**src/sv/dtd_pkg.sv**
```systemverilog
// Package for the task dispatcher: payload structs, codes and defaults.
// Used by every module of the dispatcher; depends on nothing.
`default_nettype none
package dtd_pkg;
	localparam int DEF_PENDING_DEPTH = 16;
	localparam int DEF_MAX_WORKERS = 8;
	localparam int DEF_MAX_DEPS = 4;
	localparam int DEP_FIELDS = 4;
	localparam int ID_W = 16;

	localparam logic [2:0] MODE_SUBMIT = 3'd0;
	localparam logic [2:0] MODE_DISPATCH = 3'd1;
	localparam logic [2:0] MODE_COMPLETE = 3'd2;
	localparam logic [2:0] MODE_QUERY = 3'd3;
	localparam logic [2:0] MODE_SHUTDOWN = 3'd4;

	localparam logic [2:0] ST_OK = 3'd0;
	localparam logic [2:0] ST_STOPPED = 3'd1;
	localparam logic [2:0] ST_FULL = 3'd2;
	localparam logic [2:0] ST_NONE = 3'd3;
	localparam logic [2:0] ST_IDLE = 3'd4;
	localparam logic [2:0] ST_EXIT = 3'd5;
	localparam logic [2:0] ST_BADW = 3'd6;

	localparam logic [3:0] AW_RESET = 4'd4;

	typedef struct packed {
		logic [2:0]  mode;
		logic [15:0] job_tag;
		logic [2:0]  dep_count;
		logic [15:0] dep_id_0;
		logic [15:0] dep_id_1;
		logic [15:0] dep_id_2;
		logic [15:0] dep_id_3;
		logic [2:0]  worker_index;
		logic [15:0] target_id;
	} in_item_t;

	typedef struct packed {
		logic [2:0]  status;
		logic [15:0] task_id;
		logic [15:0] task_tag;
		logic [2:0]  worker_echo;
		logic        running_flag;
		logic        pending_flag;
	} out_item_t;
endpackage
`default_nettype wire

```
**src/sv/dtd_front.sv**
```systemverilog
// Front end: takes input items, drops unused modes, saturates the dependency count, queues them.
// Depends on dtd_pkg.
`default_nettype none
module dtd_front #(
	parameter int QDEPTH = 2
) (
	input  wire logic             clk,
	input  wire logic             arst_n,
	input  wire logic             in_valid,
	output logic                  in_ready,
	input  wire dtd_pkg::in_item_t in_item,
	output logic                  q_valid,
	input  wire logic             q_ready,
	output dtd_pkg::in_item_t     q_item
);
	import dtd_pkg::*;
	localparam int QW = $clog2(QDEPTH);

	in_item_t  mem_q [QDEPTH];
	logic [QW-1:0] wp_q, rp_q;
	logic [QW:0]   cnt_q;
	logic push, pop;
	in_item_t clean;

	always_comb begin
		clean = in_item;
		if (clean.dep_count > 3'(DEP_FIELDS))
			clean.dep_count = 3'(DEP_FIELDS);
	end

	assign in_ready = (cnt_q != (QW+1)'(QDEPTH));
	assign push = in_valid && in_ready && (in_item.mode <= MODE_SHUTDOWN);
	assign q_valid = (cnt_q != '0);
	assign pop = q_valid && q_ready;
	assign q_item = mem_q[rp_q];

	always_ff @(posedge clk) begin
		if (push)
			mem_q[wp_q] <= clean;
	end

	always_ff @(posedge clk or negedge arst_n) begin
		if (!arst_n) begin
			wp_q <= '0;
			rp_q <= '0;
			cnt_q <= '0;
		end else begin
			if (push)
				wp_q <= (wp_q == QW'(QDEPTH-1)) ? '0 : wp_q + 1'b1;
			if (pop)
				rp_q <= (rp_q == QW'(QDEPTH-1)) ? '0 : rp_q + 1'b1;
			cnt_q <= cnt_q + (QW+1)'(push) - (QW+1)'(pop);
		end
	end
endmodule
`default_nettype wire

```
**config.mk**
```make
export PLATFORM = sky130hd
export DESIGN_NAME = dtd_front
export DESIGN_NICKNAME = d
export VERILOG_FILES = /design/src/sv/dtd_pkg.sv /design/src/sv/dtd_front.sv
export SDC_FILE = /design/constraint.sdc
export NUM_CORES = 1
export LEC_CHECK = 0
export BUFFER_PORTS_ARGS = -buffer_cell sky130_fd_sc_hd__clkbuf_2
export CAP_MARGIN = 20
export CORE_MARGIN = 2
export CORE_UTILIZATION = 45
export CTS_CLUSTER_DIAMETER = 200
export CTS_CLUSTER_SIZE = 10
export DETAILED_ROUTE_END_ITERATION = 16
export PLACE_DENSITY = 0.68
export SYNTH_ARGS = -nofsm -noshare
export SYNTH_HDL_FRONTEND = slang
export SYNTH_SLANG_ARGS = --single-unit
```
**constraint.sdc**
```tcl
create_clock -name clk -period 7.9 [get_ports clk]
set_clock_uncertainty 0.15 [all_clocks]
set_input_delay 0.79 -clock clk [delete_from_list [all_inputs] [get_ports clk]]
set_output_delay 0.79 -clock clk [all_outputs]
set_load 0.03 [all_outputs]
```
==> results of run 1 <==
==> where the power goes <==
group	internal [mW]	total [mW]	switching, mW
Clock	0.572	0.960	0.389
Combinational	0.466	1.24	0.774
Sequential	1.46	1.56	0.101
==> cell type report <==
type                    instances  area, um2
multi-input cells             120       1460
well taps                     225        282
repair buffers                220       1130
flip-flops and latches        214       6410
fillers                      1362       7340
inverters                       2       7.51
clock buffers                  34        659
clock inverters                 1       8.76
==> routing by layer <==
| metal | GRT usage, % | up-vias |
|---|---|---|
| met5 | 0 | - |
| met4 | 3.89 | 0 |
| met3 | 6.70 | 20 |
| met2 | 24.3 | 170 |
| met1 | 17.8 | 1907 |
| li1 | - | 1845 |
==> stage by stage <==
stage          power [mW]  util, %  hold slack, ns  instances  setup slack (ns)
2_1_floorplan        2.54        -           0.310        349              1.68
3_3_place_gp         2.81     53.5           0.329        779              4.17
3_5_place_dp         2.84     53.5           0.374        779              4.11
4_1_cts              3.81     57.4           0.312        815              3.95
5_1_grt              3.92     57.5           0.313        816              3.87
6_report             3.76     57.5           0.330        816              4.01
==> critical path, stage by stage (launching register included) <==
cell	delay, ns
dfrtp_4	0.97
buf_4	0.76
mux2_2	0.42
clkbuf_2	0.20
==> worst paths after layout <==
path | start | end
worst max-delay path | rp_q$_DFFE_PN0P_ | q_item[82]
worst min-delay path | in_item[73] | mem_q[1][73]$_DFFE_PP_
worst max register to register | cnt_q[1]$_DFF_PN0_ | mem_q[0][75]$_DFFE_PP_
worst min register to register | cnt_q[1]$_DFF_PN0_ | cnt_q[1]$_DFF_PN0_
max in group asynchronous | arst_n | rp_q$_DFFE_PN0P_
min in group asynchronous | arst_n | rp_q$_DFFE_PN0P_
==> flip-flops by register name (all words and copies together) (netlist names) <==
signal and count:
cnt_q 2, mem_q 210, rp_q 1, wp_q 1
==> cells in the final DEF, fill, tap and decap left out, types with 2 or more instances in the layout <==
cell type and count:
inv_1 2, mux2_2 65, edfxtp_1 210, clkbuf_1 9, ha_1 2, xnor2_1 3
nor2_4 2, clkbuf_2 215, nor2b_1 2, dfrtp_1 3, clkbuf_16 25, mux2_4 40
buf_4 3
==> logic make-up (layout without fill, tap and decap cells) <==
logic type | count (synthesis) | in the layout | share of synthesized area, %
flip-flops | 214 | 214 | 80.5
XOR/XNOR | 4 | 4 | 0.440
buffers and inverters | 15 | 257 | 1.37
AND/OR/NAND/NOR | 8 | 8 | 0.551
adder cells (fa/ha/maj) | 2 | 2 | 0.314
AO/OA/AOI/OAI | 1 | 1 | 0.0628
multiplexers | 105 | 105 | 16.7
==> results by group, run 1 <==
Place
  • Post-DP HPWL: 9430 um
  • Routability Congestion: 0.735
  • IO Port Bufs: 215
  • Post-placement cell area: 9250 um2

Detailed routing
  • WL met3: 1660 um
  • Average routed wire per standard cell: 17.5 um
  • WL met2: 6830 um
  • DRT met1 WL: 5550 um
  • DR DRC count: 0
  • DR pass1 iterations: 4
  • Initial DRC Count: 201
  • DR vias: 3942
  • Routed Antenna Nets: 0
  • Routed vias/inst: 4.83
  • Total Wirelength: 14200 um
  • Highest Signal Layer: met4

Power and ir drop
  • PwrDens: 378 nW/um2
  • Leakage: 3.86 nW
  • Worst IR Drop VDD: 0.280 mV

STA
  • Final Max Tran Viols: 0
  • Rel. slew slack: 33.8%
  • # setup viols final: 0
  • Worst slew pin tran: 0.991 ns
  • Unrepaired setup endpoints after global routing: no
  • Final Hold Fails: 0
  • Setup tns final: 0 ns
  • Fmax: 0.257 GHz
  • Period minus WS final: 3.89 ns
  • Final period util: 49.3%

CTS
  • Post-CTS Setup Inserts: 0
  • Clk_lat worst skew: 0.49 ns
  • Sink Count: 214
  • Clk slew on worst S/H paths: 0.06 ns
  • Root buffer cell: clkbuf_16
  • H-tree Lvls: 1
  • Post-CTS Resized: 0
  • CTS buffer count: 25
  • Clock tree buffer depth: 3
  • CTS tree: done
  • Hold-fix buffers, CTS: 1

Worst setup path
  • Data arrival, critical path: 2.95 ns
  • Startpoint types: flip-flop
  • Crit. End Element: output port
  • R2R depth: 4
  • CP Data Required Time: 6.96 ns
  • Critical Path Fanout Max: 59
  • Critical setup path kind: flip-flop to output port
  • Worst reg-to-reg setup slack: 4.72 ns

Synth
  • Most numerous cell in the Yosys netlist: edfxtp_1
  • Synth area leader: edfxtp_1
  • Count of different cell masters after synthesis: 18
  • Yosys warning total: 0
  • List of most frequent post-synthesis cells: edfxtp_1, mux2_2, mux2_4
  • Share of the synthesized area in the top cell type: 79.3%
  • Async S/R FF share, synth: 1.87%
  • Register bit total from synthesis: 214
  • Syn Inst Count: 349
  • Register area share after synthesis: 80.5%
  • EDFF count, synth: 210
  • Largest cells by area after synthesis: edfxtp_1, mux2_2, mux2_4
  • Synthesized cell area: 7960 um2
  • Main flop type after synthesis: edfxtp_1
  • Avg Inst Size Synth: 22.8 um2
  • Synthesized net count: 460

Floorplanning
  • Starting Density: 46.0%
  • Die area: 18800 um2
  • Standard-cell rows: 48
  • Die Ht: 137 um
  • Die W: 137 um
  • Core ar.: 17300 um2
  • IO Pins: 216

Flow run
  • Max-Cap Viols: 0

Global routing
  • Largest net degree at the start of global routing: 71
  • Number of global-route vias before repair: 4140
  • Initial antenna violation count: 0
  • GRT Overall Usage: 14.8%
  • Total gr overflow: 0
  • First-pass GRT wire length: 21300 um

Hold path
  • Min-Delay Path Depth: 1
  • Worst hold path type: input pin to flip-flop

Outcome
  • Status: complete, no violations

Finish
  • Design area: 9950 um2
  • Share of cells above drive strength 1: 59.9%
  • Antenna cells: 0
  • Fin nets: 694
  • Area grow syn2layout: 25.1%
No activity file was read; power rests on OpenSTA's default activity.
==> run 2: changes to the inputs <==
Settings changed: PLACE_DENSITY 0.68 to 0.71.
Clock period 7.9 ns to 3.4 ns, I/O delays scaled along.
==> results by group, run 2 (synthesis results as in run 1) <==
STA
  • Setup tns final: 0 ns (unchanged)
  • Period minus WS final: 2.62 ns
  • Worst slew pin tran: 0.493 ns (was 0.991 ns)
  • Fmax: 0.381 GHz
  • Final Max Tran Viols: 0 (unchanged)
  • Final period util: 77.1%
  • Final Hold Fails: 0 (unchanged)
  • Rel. slew slack: 67.2% (was 33.8%)
  • Unrepaired setup endpoints after global routing: no (unchanged)
  • # setup viols final: 0 (unchanged)

Flow run
  • Max-Cap Viols: 0 (unchanged)

Place
  • Post-DP HPWL: 9260 um (was 9430 um)
  • IO Port Bufs: 215 (unchanged)
  • Cell total after placement: 782 (was 779)
  • Post-placement cell area: 9310 um2 (was 9250 um2)
  • Routability Congestion: 0.756 (was 0.735)

Floorplanning
  • Starting Density: 46.0% (unchanged)
  • Core ar.: 17300 um2 (unchanged)
  • IO Pins: 216 (unchanged)
  • Die Ht: 137 um (unchanged)
  • Die area: 18800 um2 (unchanged)
  • Standard-cell rows: 48 (unchanged)
  • Die W: 137 um (unchanged)

Finish
  • Commonest non-fill, non-tap cells in the layout: clkbuf_2, edfxtp_1, dlygate4sd3_1 (was clkbuf_2, edfxtp_1, mux2_2)
  • Leading cell type in the layout, fill and taps excluded: clkbuf_2 (unchanged)
  • Filler cell count: 1201 (was 1362)
  • Design area: 11000 um2 (was 9950 um2)
  • Multi-input logic area: 1460 um2 (unchanged)
  • Fin cells: 921 (was 816)
  • Max reg flops: 210 (unchanged)
  • Antenna cells: 0 (unchanged)
  • Fin nets: 799 (was 694)
  • Area grow syn2layout: 38.5% (was 25.1%)
  • Top reg by flops: mem_q (unchanged)
  • Register area: 6410 um2 (unchanged)
  • Regs by FF count: mem_q: 210 flops, cnt_q: 2 flops (unchanged)
  • Final core utilization: 63.7% (was 57.5%)
  • Share of cells above drive strength 1: 51.1% (was 59.9%)

Power and ir drop
  • Reg power frac: 39.7% (was 41.4%)
  • Sw Share: 33.5% (was 33.6%)
  • NetSw: 2.97 mW (was 1.26 mW)
  • Leakage: 4.30 nW (was 3.86 nW)
  • PwrDens: 803 nW/um2 (was 378 nW/um2)
  • Internal power: 5.89 mW (was 2.49 mW)
  • Clock network fraction of design power: 25.2% (was 25.6%)
  • Comb power frac: 35.1% (was 33.0%)
  • Worst IR Drop VDD: 0.506 mV (was 0.280 mV)

Detailed routing
  • Routed vias/inst: 4.81 (was 4.83)
  • DR pass1 iterations: 6 (was 4)
  • Routed Antenna Nets: 0 (unchanged)
  • Total Wirelength: 15300 um (was 14200 um)
  • DR vias: 4432 (was 3942)
  • Initial DRC Count: 235 (was 201)
  • DR DRC count: 0 (unchanged)
  • Average routed wire per standard cell: 16.6 um (was 17.5 um)

Global routing
  • Number of global-route vias before repair: 4725 (was 4140)
  • Total gr overflow: 0 (unchanged)
  • Largest net degree at the start of global routing: 70 (was 71)
  • Initial antenna violation count: 0 (unchanged)
  • First-pass GRT wire length: 23200 um (was 21300 um)
  • GRT Overall Usage: 15.9% (was 14.8%)

Worst setup path
  • CP bufs+invs: 2 (unchanged)
  • Data arrival, critical path: 2.13 ns (was 2.95 ns)
  • Critical Path Fanout Max: 25 (was 59)
  • Critical setup path kind: flip-flop to output port (unchanged)
  • Max incr delay on CP: 0.58 ns (was 0.97 ns)
  • Crit-path cells: buf_4, mux2_2, clkbuf_2 (unchanged)
  • Crit. End Element: output port (unchanged)
  • Delay-heaviest family, CP: buffers and inverters (was flip-flops)
  • CP Data Required Time: 2.91 ns (was 6.96 ns)
  • Startpoint types: flip-flop (unchanged)
  • Crit path max-delay cell type: dfrtp_4 (unchanged)

CTS
  • CTS tree: done (unchanged)
  • Root buffer cell: clkbuf_16 (unchanged)
  • CTS buffer count: 25 (unchanged)
  • Clk_lat worst skew: 0.49 ns (about the same)
  • Clk slew on worst S/H paths: 0.05 ns (was 0.06 ns)
  • H-tree Lvls: 1 (unchanged)
  • Sink Count: 214 (unchanged)
  • Post-CTS Resized: 0 (unchanged)
  • Clock tree buffer depth: 3 (unchanged)

Hold path
  • Worst hold path type: input pin to flip-flop (unchanged)

Outcome
  • Status: complete, no violations (unchanged)
run 2: cell types whose count changed in the layout (fill, tap and decap cells not counted), sizes merged:
cell         change
buf              +2
dlygate4sd3    +103
run 2: path summary, 6_finish.rpt:
kind / startpoint / to / slack, ns / depth (start not counted)
setup / recovery: rp_q$_DFFE_PN0P_ / q_item[88] / 0.78 / 3
max in group asynchronous: arst_n / rp_q$_DFFE_PN0P_ / 2.90 / 2
setup reg to reg: cnt_q[1]$_DFF_PN0_ / mem_q[1][88]$_DFFE_PP_ / 1.40 / 4
hold / removal: q_ready / rp_q$_DFFE_PN0P_ / 0.04 / 3
hold reg to reg: cnt_q[1]$_DFF_PN0_ / cnt_q[1]$_DFF_PN0_ / 0.34 / 1
min in group asynchronous: arst_n / cnt_q[1]$_DFF_PN0_ / 0.06 / 2
run 2: power by group through the flow:
stage                     clock [mW]  combinational [mW]  sequential (mW)
after CTS                       2.28                3.14             3.52
after global placement             0                3.01             3.55
after detailed placement           0                3.04             3.57
after global routing            2.39                3.28             3.55
final                           2.23                3.11             3.52
after floorplan                    0                2.35             3.53
run 2: metal layers:
layer	GRT usage [%]	wire (um)	vias to the layer above
met1	17.8	5830	2178
met3	4.41	1230	28
li1	-	-	2048
met2	29.2	7950	178
met4	4.93	300	0
met5	0	0	-
run 2: what timing repair did:
action,CTS,global route
hold endpoints to repair,210,0
buffers inserted,0,0
setup endpoints to repair,0,0
hold buffers,104,0
run 2: worst min-delay path, delay by kind of cell:
| kind | cells | cell delay (ns) |
|---|---|---|
| simple gates | 1 | 0.16 |
| buf+inv | 1 | 0.07 |
| xor+xnor | 1 | 0.07 |
run 2: area by class of cell:
cell class | count | share of cell area [%]
clock buffers | 34 | 5.98
clock inverters | 1 | 0.0795
inverters | 2 | 0.0681
multi-input cells | 120 | 13.2
flip-flops and latches | 214 | 58.1
well taps | 225 | 2.55
repair buffers | 325 | 20.0
run 2: per-stage QoR:
| stage | setup slack, ns | hold slack (ns) | total power [mW] |
|---|---|---|---|
| after detailed placement | 1.27 | 0.00250 | 6.61 |
| after CTS | 0.740 | 0.0199 | 8.94 |
| final | 0.778 | 0.0418 | 8.86 |
| after global placement | 1.30 | 0.000285 | 6.55 |
| after global routing | 0.689 | 0.0321 | 9.23 |
| after floorplan | -0.842 | -0.106 | 5.88 |
==> run 3: changes to the inputs <==
Clock period 3.4 ns to 2.35 ns, I/O delays scaled along.
==> results by group, run 3 (synthesis results as in run 1) <==
Worst setup path
  • R2r endpoint: cnt_q[1]$_DFF_PN0_ (was mem_q[1][88]$_DFFE_PP_)
  • Critical Path Fanout Max: 47 (was 25)
  • Worst reg-to-reg setup slack: 0.39 ns (was 1.40 ns)
  • Data arrival, critical path: 1.86 ns (was 2.13 ns)
  • CP Data Required Time: 1.97 ns (was 2.91 ns)
  • R2R depth: 7 (was 4)
  • Crit. End Element: output port (unchanged)
  • R2r startpoint: cnt_q[1]$_DFF_PN0_ (unchanged)
  • Startpoint types: flip-flop (unchanged)
  • Critical setup path kind: flip-flop to output port (unchanged)

Finish
  • Fin cells: 937 (was 921)
  • Max reg flops: 210 (unchanged)
  • Share of cells above drive strength 1: 50.4% (was 51.1%)
  • Regs by FF count: mem_q: 210 flops, cnt_q: 2 flops (unchanged)
  • Antenna cells: 0 (unchanged)
  • Commonest non-fill, non-tap cells in the layout: clkbuf_2, edfxtp_1, dlygate4sd3_1 (unchanged)
  • Leading cell type in the layout, fill and taps excluded: clkbuf_2 (unchanged)
  • Top reg by flops: mem_q (unchanged)
  • Fin nets: 805 (was 799)
  • Area grow syn2layout: 40.6% (was 38.5%)

Floorplanning
  • Core ar.: 17300 um2 (unchanged)
  • Die Ht: 137 um (unchanged)
  • Die area: 18800 um2 (unchanged)
  • Starting Density: 46.0% (unchanged)
  • Standard-cell rows: 48 (unchanged)
  • IO Pins: 216 (unchanged)
  • Die W: 137 um (unchanged)

STA
  • Final Hold Fails: 0 (unchanged)
  • Unrepaired setup endpoints after global routing: no (unchanged)
  • Fmax: 0.445 GHz
  • Fin Hold WS: 0.321 ns (was 0.0418 ns)
  • Rel. slew slack: 69.2% (was 67.2%)
  • Final period util: 95.7%
  • Period minus WS final: 2.25 ns
  • Worst slew pin tran: 0.461 ns (was 0.493 ns)
  • Final Max Tran Viols: 0 (unchanged)
  • Setup slack after layout: 0.101 ns (was 0.778 ns)
  • Setup tns final: 0 ns (unchanged)
  • # setup viols final: 0 (unchanged)

Global routing
  • Largest net degree at the start of global routing: 74 (was 70)
  • First-pass GRT wire length: 23300 um (was 23200 um)
  • Initial antenna violation count: 0 (unchanged)
  • Total gr overflow: 0 (unchanged)
  • Number of global-route vias before repair: 4779 (was 4725)
  • GRT Overall Usage: 15.9% (about the same)

Detailed routing
  • Routed vias/inst: 4.71 (was 4.81)
  • DR DRC count: 0 (unchanged)
  • DR vias: 4409 (was 4432)
  • Routed Antenna Nets: 0 (unchanged)
  • Initial DRC Count: 220 (was 235)
  • Total Wirelength: 15700 um (was 15300 um)
  • DR pass1 iterations: 4 (was 6)
  • Average routed wire per standard cell: 16.7 um (was 16.6 um)

Hold path
  • Min-Delay Path Depth: 2 (was 3)
  • Worst hold path type: input pin to flip-flop (unchanged)
  • Hold path startpoint: in_item[30] (was q_ready)
  • Worst Hold End: mem_q[1][30]$_DFFE_PP_ (was rp_q$_DFFE_PN0P_)

CTS
  • Clk slew on worst S/H paths: 0.06 ns (was 0.05 ns)
  • Root buffer cell: clkbuf_16 (unchanged)
  • CTS buffer count: 25 (unchanged)
  • CTS tree: done (unchanged)
  • Sink Count: 214 (unchanged)
  • Clk_lat worst skew: 0.49 ns (about the same)
  • Post-CTS Setup Inserts: 0 (unchanged)
  • H-tree Lvls: 1 (unchanged)
  • Clock tree buffer depth: 3 (unchanged)

Flow run
  • Max-Cap Viols: 0 (unchanged)

Power and ir drop
  • Worst IR Drop VDD: 0.999 mV (was 0.506 mV)
  • Total power: 13.0 mW (was 8.86 mW)
  • Leakage: 4.37 nW (was 4.30 nW)
  • PwrDens: 1170 nW/um2 (was 803 nW/um2)

Place
  • Routability Congestion: 0.722 (was 0.756)
  • Cell total after placement: 782 (unchanged)
  • Setup WS pre-CTS: 0.376 ns (was 1.27 ns)
  • Post-DP HPWL: 9340 um (was 9260 um)
  • IO Port Bufs: 215 (unchanged)

Outcome
  • Status: complete, no violations (unchanged)
[run 3: changes by cell type in the layout (fill, tap and decap cells not counted)]
cell,previous run,this run
nand2b_4,0,1
clkbuf_16,25,26
buf_4,3,1
nand2b_1,1,0
dlygate4sd3_1,104,109
buf_12,3,4
nand3_4,0,1
nand3_1,1,0
clkbuf_1,9,19
buf_16,0,1
[run 3: what timing repair did]
action | 4_1_cts | 5_1_grt
hold buffers | 109 | 0
gates resized for setup | 0 | 1
endpoints found under the hold margin | 216 | 0
setup endpoints to repair | 0 | 4
[run 3: through the flow]
stage               instance area, um2  utilization [%]
detailed placement                9360             54.1
global route                     11200             64.7
global placement                  9360             54.1
floorplan                         7990                -
CTS                              11200             64.5
finish                           11200             64.7
[run 3: critical path: stages (launching register included)]
cell and delay (ns):
dfrtp_4 0.49, buf_12 0.27, mux2_2 0.39, clkbuf_2 0.19
[run 3: layer usage]
layer / track usage, % / part of all wire [%] / up-vias
li1: - / - / 2077
met1: 18.6 / 41 / 2146
met2: 28.5 / 50 / 160
met3: 4.33 / 7.2 / 26
met4: 4.47 / 1.7 / 0
met5: 0 / 0 / -
[run 3: power by group]
group	internal (mW)	switching, mW	total [mW]	leakage, nW
registers	4.89	0.171	5.06	1.97
logic	1.81	2.86	4.67	2.06
clock network	1.99	1.33	3.31	0.335
total	8.69	4.36	13.0	4.37
[run 3: worst max-delay path by stage]
stage | from | endpoint | slack (ns)
6_report | rp_q$_DFFE_PN0P_ | q_item[20] | 0.10
4_1_cts | rp_q$_DFFE_PN0P_ | q_item[80] | 0.03
3_5_place_dp | in_item[102] | mem_q[0][37]$_DFFE_PP_ | 0.38
3_3_place_gp | in_item[102] | mem_q[1][6]$_DFFE_PP_ | 0.44
5_1_grt | rp_q$_DFFE_PN0P_ | q_item[28] | 0.03
2_1_floorplan | cnt_q[1]$_DFF_PN0_ | mem_q[0][0]$_DFFE_PP_ | -0.49
[run 3: cell type report]
type | instances | area, um2
sequential | 214 | 6410
fill | 1204 | 6110
timing repair buffer | 331 | 2310
multi-input combinational | 120 | 1480
clock buffer | 44 | 697
tap | 225 | 282
clock inverter | 1 | 8.76
inverter | 2 | 7.51
